File: config.mk
export PLATFORM = sky130hd
export DESIGN_NAME = one_bit_speaker_pcm_resampler
export DESIGN_NICKNAME = d
export VERILOG_FILES = /design/src/rtl/obsr_pkg.sv /design/src/rtl/one_bit_speaker_pcm_resampler.sv /design/src/rtl/obsr_div.sv
export SDC_FILE = /design/constraint.sdc
export NUM_CORES = 2
export LEC_CHECK = 0
export BUFFER_PORTS_ARGS = -buffer_cell sky130_fd_sc_hd__clkbuf_2
export CAP_MARGIN = 10
export CORE_MARGIN = 4
export CORE_UTILIZATION = 55
export DETAILED_ROUTE_END_ITERATION = 12
export PLACE_DENSITY_LB_ADDON = 0.15
export SYNTH_ARGS = -nofsm -noshare
export SYNTH_HDL_FRONTEND = slang
export SYNTH_SLANG_ARGS = --single-unit
File: constraint.sdc
create_clock -name i_clk -period 6.8 [get_ports i_clk]
set_input_delay 1.36 -clock i_clk [delete_from_list [all_inputs] [get_ports i_clk]]
set_output_delay 1.36 -clock i_clk [all_outputs]
set_load 0.005 [all_outputs]
File: src/rtl/obsr_pkg.sv
// Package for the one-bit speaker PCM resampler: payload types, state enums,
// register indexes, width constants and the saturating accumulator add.
// Used by every RTL file of the block; depends on nothing.
package obsr_pkg;

    localparam int CYC_W     = 8;
    localparam int RATE_W    = 18;
    localparam int CLK_W     = 32;
    localparam int AMP_W     = 15;
    localparam int ACC_W     = 33;
    localparam int SAMPLE_W  = 16;
    localparam int PROD_W    = RATE_W + CYC_W;
    localparam int CFG_IDX_W = 2;
    localparam int CFG_DATA_W = 32;

    localparam logic [CYC_W-1:0] MAX_TICK_CYCLES = CYC_W'(255);
    localparam int MAX_RESULTS = 64;
    localparam int COUNT_W     = $clog2(MAX_RESULTS + 1);

    // One quotient bit per step; the quotient never exceeds the amplitude.
    localparam int DIV_STEPS  = AMP_W;
    localparam int DIV_STEP_W = $clog2(DIV_STEPS);

    localparam logic                RST_CAPTURE   = 1'b1;
    localparam logic [CLK_W-1:0]    RST_CPU_CLOCK = CLK_W'(3500000);
    localparam logic [RATE_W-1:0]   RST_OUT_RATE  = RATE_W'(48000);
    localparam logic [AMP_W-1:0]    RST_AMPLITUDE = AMP_W'(8192);

    typedef enum logic [CFG_IDX_W-1:0] {
        CFG_CAPTURE_ENABLE = 2'd0,
        CFG_CPU_CLOCK_HZ   = 2'd1,
        CFG_OUTPUT_RATE_HZ = 2'd2,
        CFG_AMPLITUDE      = 2'd3
    } t_cfg_idx;

    typedef struct packed {
        logic [CYC_W-1:0] cycles;
        logic             speaker_level;
    } t_in_item;

    typedef struct packed {
        logic signed [SAMPLE_W-1:0] sample;
        logic                       last_sample;
    } t_out_item;

    typedef struct packed {
        logic [ACC_W-1:0] mag;
        logic             neg;
        logic [ACC_W-1:0] divisor;
        logic [AMP_W-1:0] amp;
    } t_div_req;

    typedef enum logic [2:0] {
        ST_IDLE,
        ST_ADD,
        ST_CHECK,
        ST_SEL,
        ST_DIV,
        ST_EMIT
    } t_state;

    typedef enum logic [1:0] {
        DV_IDLE,
        DV_MUL,
        DV_STEP,
        DV_DONE
    } t_div_state;

    function automatic logic [ACC_W-1:0] sat_add(input logic [ACC_W-1:0] a,
                                                 input logic [ACC_W-1:0] b);
        logic [ACC_W:0] s;
        s = {1'b0, a} + {1'b0, b};
        return s[ACC_W] ? {ACC_W{1'b1}} : s[ACC_W-1:0];
    endfunction

endpackage

File: src/rtl/one_bit_speaker_pcm_resampler.sv
// Top level of the one-bit speaker PCM resampler: configuration registers,
// accumulators, phase sequencer and output register. Depends on obsr_pkg, obsr_div.
//
// Channel   Direction  Handshake              Payload
// in        to block   i_in_valid/o_in_stall  i_in_data  (cycles, speaker_level)
// out       from block o_out_valid/i_out_stall o_out_data (sample, last_sample)
// cfg       to block   i_cfg_valid/o_cfg_ready i_cfg_index, i_cfg_data
//
// An active tick that produces no sample passes through ST_ADD and ST_CHECK. Each
// sample passes through ST_CHECK, ST_SEL and ST_EMIT, waiting in ST_EMIT while the
// output stalls; the first sample of a tick with a non-empty window also runs the
// multiply and the 15-step restoring divider in ST_DIV.
// Synchronous active-low reset restores the register defaults and clears the
// accumulators. A stalled result holds o_out_data; inputs stay stalled meanwhile.
module one_bit_speaker_pcm_resampler (
    input  logic                                 i_clk,
    input  logic                                 i_rst_n,
    input  logic                                 i_in_valid,
    output logic                                 o_in_stall,
    input  obsr_pkg::t_in_item                   i_in_data,
    output logic                                 o_out_valid,
    input  logic                                 i_out_stall,
    output obsr_pkg::t_out_item                  o_out_data,
    input  logic                                 i_cfg_valid,
    output logic                                 o_cfg_ready,
    input  logic [obsr_pkg::CFG_IDX_W-1:0]       i_cfg_index,
    input  logic [obsr_pkg::CFG_DATA_W-1:0]      i_cfg_data
);

    localparam int ACC_W = obsr_pkg::ACC_W;

    obsr_pkg::t_state r_state, n_state;

    logic                             r_capture;
    logic [obsr_pkg::CLK_W-1:0]       r_cpu_clock;
    logic [obsr_pkg::RATE_W-1:0]      r_out_rate;
    logic [obsr_pkg::AMP_W-1:0]       r_amplitude;

    logic [obsr_pkg::CYC_W-1:0]       r_cyc, n_cyc;
    logic                             r_high, n_high;
    logic [obsr_pkg::PROD_W-1:0]      r_prod, n_prod;
    logic [ACC_W-1:0]                 r_sum, n_sum;
    logic [ACC_W-1:0]                 r_win, n_win;
    logic [ACC_W-1:0]                 r_phase, n_phase;
    logic [obsr_pkg::COUNT_W-1:0]     r_count, n_count;
    logic                             r_last, n_last;
    logic signed [obsr_pkg::SAMPLE_W-1:0] r_sample, n_sample;

    logic                             w_in_xfer;
    logic                             w_active;
    logic                             w_hit;
    logic                             w_room;
    logic [ACC_W+1:0]                 w_pos;
    logic [ACC_W+1:0]                 w_negd;
    logic                             w_div_start;
    logic                             w_div_done;
    logic signed [obsr_pkg::SAMPLE_W-1:0] w_div_quot;
    obsr_pkg::t_div_req               w_req;

    assign w_in_xfer = i_in_valid && !o_in_stall;
    assign w_active  = r_capture && (i_in_data.cycles != '0);
    assign w_hit     = (r_phase >= {1'b0, r_cpu_clock});
    assign w_room    = (r_count != obsr_pkg::COUNT_W'(obsr_pkg::MAX_RESULTS));

    // Centred value 2*sum - window as sign and magnitude.
    assign w_pos  = {1'b0, r_sum, 1'b0} - {2'b00, r_win};
    assign w_negd = {2'b00, r_win} - {1'b0, r_sum, 1'b0};

    always_comb begin
        w_req.neg     = w_pos[ACC_W+1];
        w_req.mag     = w_pos[ACC_W+1] ? w_negd[ACC_W-1:0] : w_pos[ACC_W-1:0];
        w_req.divisor = r_win;
        w_req.amp     = r_amplitude;
    end

    obsr_div u_div (
        .i_clk   (i_clk),
        .i_rst_n (i_rst_n),
        .i_start (w_div_start),
        .i_req   (w_req),
        .o_done  (w_div_done),
        .o_quot  (w_div_quot)
    );

    // Next state.
    always_comb begin
        n_state = r_state;
        case (r_state)
            obsr_pkg::ST_IDLE: begin
                if (w_in_xfer && w_active) begin
                    n_state = obsr_pkg::ST_ADD;
                end
            end
            obsr_pkg::ST_ADD:   n_state = obsr_pkg::ST_CHECK;
            obsr_pkg::ST_CHECK: begin
                n_state = (w_hit && w_room) ? obsr_pkg::ST_SEL : obsr_pkg::ST_IDLE;
            end
            obsr_pkg::ST_SEL: begin
                n_state = (r_win != '0) ? obsr_pkg::ST_DIV : obsr_pkg::ST_EMIT;
            end
            obsr_pkg::ST_DIV: begin
                if (w_div_done) begin
                    n_state = obsr_pkg::ST_EMIT;
                end
            end
            obsr_pkg::ST_EMIT: begin
                if (!i_out_stall) begin
                    n_state = obsr_pkg::ST_CHECK;
                end
            end
            default: n_state = obsr_pkg::ST_IDLE;
        endcase
    end

    // Outputs.
    always_comb begin
        o_in_stall  = (r_state != obsr_pkg::ST_IDLE);
        o_out_valid = (r_state == obsr_pkg::ST_EMIT);
        o_cfg_ready = 1'b1;
        w_div_start = (r_state == obsr_pkg::ST_SEL) && (r_win != '0);
        o_out_data.sample      = r_sample;
        o_out_data.last_sample = r_last;
    end

    // Datapath.
    always_comb begin
        n_cyc    = r_cyc;
        n_high   = r_high;
        n_prod   = r_prod;
        n_sum    = r_sum;
        n_win    = r_win;
        n_phase  = r_phase;
        n_count  = r_count;
        n_last   = r_last;
        n_sample = r_sample;
        case (r_state)
            obsr_pkg::ST_IDLE: begin
                if (w_in_xfer) begin
                    n_cyc  = (i_in_data.cycles > obsr_pkg::MAX_TICK_CYCLES) ?
                             obsr_pkg::MAX_TICK_CYCLES : i_in_data.cycles;
                    n_high = i_in_data.speaker_level;
                    n_prod = obsr_pkg::PROD_W'(r_out_rate) *
                             obsr_pkg::PROD_W'(n_cyc);
                end
            end
            obsr_pkg::ST_ADD: begin
                if (r_high) begin
                    n_sum = obsr_pkg::sat_add(r_sum, ACC_W'(r_cyc));
                end
                n_win   = obsr_pkg::sat_add(r_win, ACC_W'(r_cyc));
                n_phase = obsr_pkg::sat_add(r_phase, ACC_W'(r_prod));
                n_count = '0;
            end
            obsr_pkg::ST_CHECK: begin
                if (w_hit && w_room) begin
                    n_phase = r_phase - {1'b0, r_cpu_clock};
                    n_count = r_count + 1'b1;
                end else if (w_hit) begin
                    // Sample limit reached with the phase still due: drop the excess.
                    n_phase = '0;
                end
            end
            obsr_pkg::ST_SEL: begin
                n_last   = !w_room || !w_hit;
                n_sample = '0;
                // The divider has taken its operands; later samples see an empty window.
                n_sum    = '0;
                n_win    = '0;
            end
            obsr_pkg::ST_DIV: begin
                if (w_div_done) begin
                    n_sample = w_div_quot;
                end
            end
            default: begin
            end
        endcase
    end

    always_ff @(posedge i_clk) begin
        if (!i_rst_n) begin
            r_state <= obsr_pkg::ST_IDLE;
            r_sum   <= '0;
            r_win   <= '0;
            r_phase <= '0;
            r_count <= '0;
        end else begin
            r_state <= n_state;
            r_sum   <= n_sum;
            r_win   <= n_win;
            r_phase <= n_phase;
            r_count <= n_count;
        end
    end

    always_ff @(posedge i_clk) begin
        r_cyc    <= n_cyc;
        r_high   <= n_high;
        r_prod   <= n_prod;
        r_last   <= n_last;
        r_sample <= n_sample;
    end

    always_ff @(posedge i_clk) begin
        if (!i_rst_n) begin
            r_capture   <= obsr_pkg::RST_CAPTURE;
            r_cpu_clock <= obsr_pkg::RST_CPU_CLOCK;
            r_out_rate  <= obsr_pkg::RST_OUT_RATE;
            r_amplitude <= obsr_pkg::RST_AMPLITUDE;
        end else if (i_cfg_valid && o_cfg_ready) begin
            case (obsr_pkg::t_cfg_idx'(i_cfg_index))
                obsr_pkg::CFG_CAPTURE_ENABLE: r_capture   <= i_cfg_data[0];
                obsr_pkg::CFG_CPU_CLOCK_HZ:   r_cpu_clock <= i_cfg_data[obsr_pkg::CLK_W-1:0];
                obsr_pkg::CFG_OUTPUT_RATE_HZ: r_out_rate  <= i_cfg_data[obsr_pkg::RATE_W-1:0];
                obsr_pkg::CFG_AMPLITUDE:      r_amplitude <= i_cfg_data[obsr_pkg::AMP_W-1:0];
                default: begin
                end
            endcase
        end
    end

endmodule

File: src/rtl/obsr_div.sv
// Sequential signed scaler for the resampler: |centred| * amplitude / window,
// a multiply in DV_MUL, then one restoring-division step per quotient bit.
// Depends on obsr_pkg.
module obsr_div (
    input  logic                                i_clk,
    input  logic                                i_rst_n,
    input  logic                                i_start,
    input  obsr_pkg::t_div_req                  i_req,
    output logic                                o_done,
    output logic signed [obsr_pkg::SAMPLE_W-1:0] o_quot
);

    obsr_pkg::t_div_state r_state, n_state;

    logic [obsr_pkg::DIV_STEP_W-1:0] r_step, n_step;
    logic [obsr_pkg::ACC_W-1:0]      r_rem, n_rem;
    logic [obsr_pkg::AMP_W-1:0]      r_quo, n_quo;
    logic [obsr_pkg::ACC_W-1:0]      r_mag, n_mag;
    logic [obsr_pkg::ACC_W-1:0]      r_div, n_div;
    logic [obsr_pkg::AMP_W-1:0]      r_amp, n_amp;
    logic                            r_neg, n_neg;

    localparam int PRODW = obsr_pkg::ACC_W + obsr_pkg::AMP_W;

    logic [PRODW-1:0]             w_prod;
    logic [obsr_pkg::ACC_W:0]     w_trial;
    logic                         w_fit;
    logic [obsr_pkg::SAMPLE_W-1:0] w_q_ext;

    assign w_prod  = PRODW'(r_mag) * PRODW'(r_amp);
    assign w_trial = {r_rem, r_quo[obsr_pkg::AMP_W-1]} - {1'b0, r_div};
    assign w_fit   = !w_trial[obsr_pkg::ACC_W];
    assign w_q_ext = {1'b0, r_quo};

    // Next state.
    always_comb begin
        n_state = r_state;
        case (r_state)
            obsr_pkg::DV_IDLE: begin
                if (i_start) begin
                    n_state = obsr_pkg::DV_MUL;
                end
            end
            obsr_pkg::DV_MUL:  n_state = obsr_pkg::DV_STEP;
            obsr_pkg::DV_STEP: begin
                if (r_step == obsr_pkg::DIV_STEP_W'(obsr_pkg::DIV_STEPS - 1)) begin
                    n_state = obsr_pkg::DV_DONE;
                end
            end
            obsr_pkg::DV_DONE: n_state = obsr_pkg::DV_IDLE;
            default:           n_state = obsr_pkg::DV_IDLE;
        endcase
    end

    // Datapath.
    always_comb begin
        n_step = r_step;
        n_rem  = r_rem;
        n_quo  = r_quo;
        n_mag  = r_mag;
        n_div  = r_div;
        n_amp  = r_amp;
        n_neg  = r_neg;
        case (r_state)
            obsr_pkg::DV_IDLE: begin
                if (i_start) begin
                    n_mag = i_req.mag;
                    n_div = i_req.divisor;
                    n_amp = i_req.amp;
                    n_neg = i_req.neg;
                end
            end
            obsr_pkg::DV_MUL: begin
                // The upper part is already below the divisor, since the
                // quotient fits in the amplitude width.
                n_rem  = w_prod[PRODW-1:obsr_pkg::AMP_W];
                n_quo  = w_prod[obsr_pkg::AMP_W-1:0];
                n_step = '0;
            end
            obsr_pkg::DV_STEP: begin
                n_rem  = w_fit ? w_trial[obsr_pkg::ACC_W-1:0]
                               : {r_rem[obsr_pkg::ACC_W-2:0], r_quo[obsr_pkg::AMP_W-1]};
                n_quo  = {r_quo[obsr_pkg::AMP_W-2:0], w_fit};
                n_step = r_step + 1'b1;
            end
            default: begin
            end
        endcase
    end

    // Outputs.
    always_comb begin
        o_done = (r_state == obsr_pkg::DV_DONE);
        o_quot = r_neg ? -w_q_ext : w_q_ext;
    end

    always_ff @(posedge i_clk) begin
        if (!i_rst_n) begin
            r_state <= obsr_pkg::DV_IDLE;
            r_step  <= '0;
        end else begin
            r_state <= n_state;
            r_step  <= n_step;
        end
    end

    always_ff @(posedge i_clk) begin
        r_rem <= n_rem;
        r_quo <= n_quo;
        r_mag <= n_mag;
        r_div <= n_div;
        r_amp <= n_amp;
        r_neg <= n_neg;
    end

endmodule

==> run_results.csv <==
group,metric,value,unit
global_route,grt_pass1_vias,36469,
critical_path,cp-start-kind,"flop",
yosys,synth_top_area_cell,"fa_1",
floorplanning,die-area,84710,um^2
critical_path,path_max_fanout,5,
sta,slew_headroom,0.2326,
floorplanning,die_y,291.1,um
detailed_routing,dr.pass1.iters,5,
clocking,cts.path.max_buffers,3,
finish,num-nets-final,6111,
sta,finalSetupViolCount,0,
clocking,htreeDepth,2,
sta,fin_crit_sh,0.9884,
placement,port_buffers,66,
floorplanning,core-area,79260,um^2
yosys,synth_area_leaders,"fa_1, edfxtp_1, ha_1",
detailed_routing,vias_per_cell,5.813,
sta,timing.final.ws_setup,79.22,ps
yosys,ys_top_cells_by_count,"inv_1, nand2_1, fa_1",
sta,final_max_slew_viol_count,0,
critical_path,crit_arrival,7030,ps
finish,n_fill_cell,6920,
detailed_routing,wl,124.8,mm
global_route,grt_max_degree,90,
sta,fin_crit,6721,ps
run_status,status,"finished, final reports clean",
detailed_routing,wl_per_cell,19.77,um
sta,finalSetupTns,0,ps
finish,drive_above_1_share,0.1001,
global_route,grt_pass1_wl,200.0,mm
finish,area_growth,10.75,%
yosys,synth_edf_count,181,
yosys,synth_area_per_cell,8.615,um^2
global_route,grt_usage,0.2916,
yosys,syn-cell-area,44060,um^2
detailed_routing,ant_nets,0,
finish,layout.cells.non_filler,6310,
finish,fin_area,48800,um^2
yosys,synthArstFlopShare,0,
yosys,ys_seq_area_frac,0.2056,
floorplanning,initial_core_util,0.5560,
critical_path,reg2regPathDepth,24,
critical_path,cp.required,7110,ps
detailed_routing,drc,0,
critical_path,critPathCaptureType,"flop",
job,drv_cap,0,
yosys,synth_nets,6003,
yosys,synth.most_common_cell,"inv_1",
sta,finalHoldViolations,0,
sta,rsz0062_at_grt,"yes",
sta,tightest_slew,1142,ps
yosys,dominantRegCellSynth,"edfxtp_1",
floorplanning,fp.dieW,291.1,um
yosys,ys_warn_count,0,
placement,dp_slack,-323.5,ps
sta,fin_skew,23.76,ps
finish,multi_input_area,31850,um^2
global_route,grt-ovfl-total,0,
floorplanning,rows,103,
global_route,antenna_found_initial,4,
clocking,clk_pin_slew,60,ps
placement,dp_hpwl,99.97,mm
clocking,root_buffer,"clkbuf_16",
sta,max_freq,0.1488,GHz
yosys,synth.distinct_cells,90,
yosys,ys_ff_latch,362,
clocking,clkLatencyLatePin,600,ps
yosys,syn_inst,5115,
worst_hold_path,min_delay_path_depth,0,
clocking,cts_buffers,43,
yosys,synth_top_area_share,0.2290,
placement,dp_cells,6190,
finish,seq_area,9059,um^2
placement,dpl-instance-area,46400,um^2
clocking,cts_tree,"done",
clocking,clkSinkCount,362,
critical_path,criticalPathCategory,"reg -> reg",
detailed_routing,first_iter_violations,2804,
placement,place_congestion,0.9270,
worst_hold_path,min_path_type,"reg -> reg",
floorplanning,pin_count,68,
detailed_routing,vias,36682,
==> flip-flops by register name, indices dropped and copies added (netlist names), 16 cells and up <==
register	count
r_win	33
r_sample	16
u_div.r_mag	32
r_phase	33
r_prod	26
u_div.r_div	33
r_sum	33
r_cpu_clock	32
u_div.r_rem	33
r_out_rate	18
==> per-stage QoR <==
| stage | hold WS, ps | utilization |
|---|---|---|
| global route | 450.3 | 0.6157 |
| CTS | 431.1 | 0.6051 |
| finish | 433.3 | 0.6157 |
| floorplan | 408.1 | - |
| global placement | 417.3 | 0.5854 |
| detailed placement | 420.4 | 0.5854 |
==> per-layer routing <==
metal,global-route usage,vias to the layer above,part of all wire
met1,0.4205,18085,0.45
li1,-,17189,-
met4,0.06851,2,0.022
met3,0.03380,190,0.065
met2,0.4739,1216,0.46
met5,0,-,0.000056
==> logic make-up after synthesis <==
kind of cell | synth area share
buffers and inverters | 0.08447
other | 0.00008510
AND/OR/NAND/NOR | 0.1734
multiplexers | 0.01161
XOR/XNOR | 0.03935
adder cells (fa/ha/maj) | 0.3244
flip-flops | 0.2056
AO/OA/AOI/OAI | 0.1611
==> repair_timing <==
action / CTS / global route
gates resized for setup: 17 / 136
setup endpoints to repair: 11 / 21
hold buffers: 0 / 0
pin swaps: 6 / 93
setup buffers: 3 / 34
gates cloned: 0 / 2
==> final timing paths <==
| kind | start | to | slack, ps |
|---|---|---|---|
| max | u_div.r_amp[5] | u_div.r_rem[30] | 80 |
| min reg2reg | r_amplitude[6] | u_div.r_amp[6] | 430 |
| min | r_amplitude[6] | u_div.r_amp[6] | 430 |
| max reg2reg | u_div.r_amp[5] | u_div.r_rem[30] | 80 |
==> layout by cell type, fill, tap and decap left out, types with 36 or more instances in the layout <==
cell type	n
inv_1	703
nand2_1	652
fa_1	494
and2_1	341
ha_1	314
a21oi_1	282
o21ai_0	241
nor2_1	207
buf_4	203
dfxtp_1	181
edfxtp_1	181
xnor2_1	126
a21o_1	125
nand3_1	105
xor2_1	72
clkbuf_2	65
a21boi_0	60
nor3_1	52
a31oi_1	48
o21a_1	46
clkbuf_16	45
nand4_1	41
a211oi_1	40
mux2i_1	37
o211ai_1	36
==> worst max-delay path: stages (launching register included) <==
cell and delay (ps):
edfxtp_1 450, buf_6 180, buf_4 150, and2_1 150
fa_1 530, inv_2 50, fa_1 530, inv_1 50
fa_1 540, fa_2 480, fa_1 500, inv_1 50
fa_1 500, inv_2 50, ha_4 260, and3_4 210
nand2_4 70, a2111o_1 440, a21oi_2 170, buf_4 140
nor3_4 60, or4_4 560, a21oi_2 140, nand3b_1 140
a211oi_2 40
==> area by class of cell <==
class	instances	area share
Multi-Input combinational cell	3782	0.6526
Sequential cell	362	0.1856
Inverter	730	0.05615
Timing Repair Buffer	304	0.04846
Tap cell	1050	0.02692
Clock buffer	56	0.02369
Clock inverter	22	0.006384
Antenna cell	4	0.0002051
Power is not shown: default switching activity piles up to over one toggle a cycle in this logic, so the estimate is an artifact.
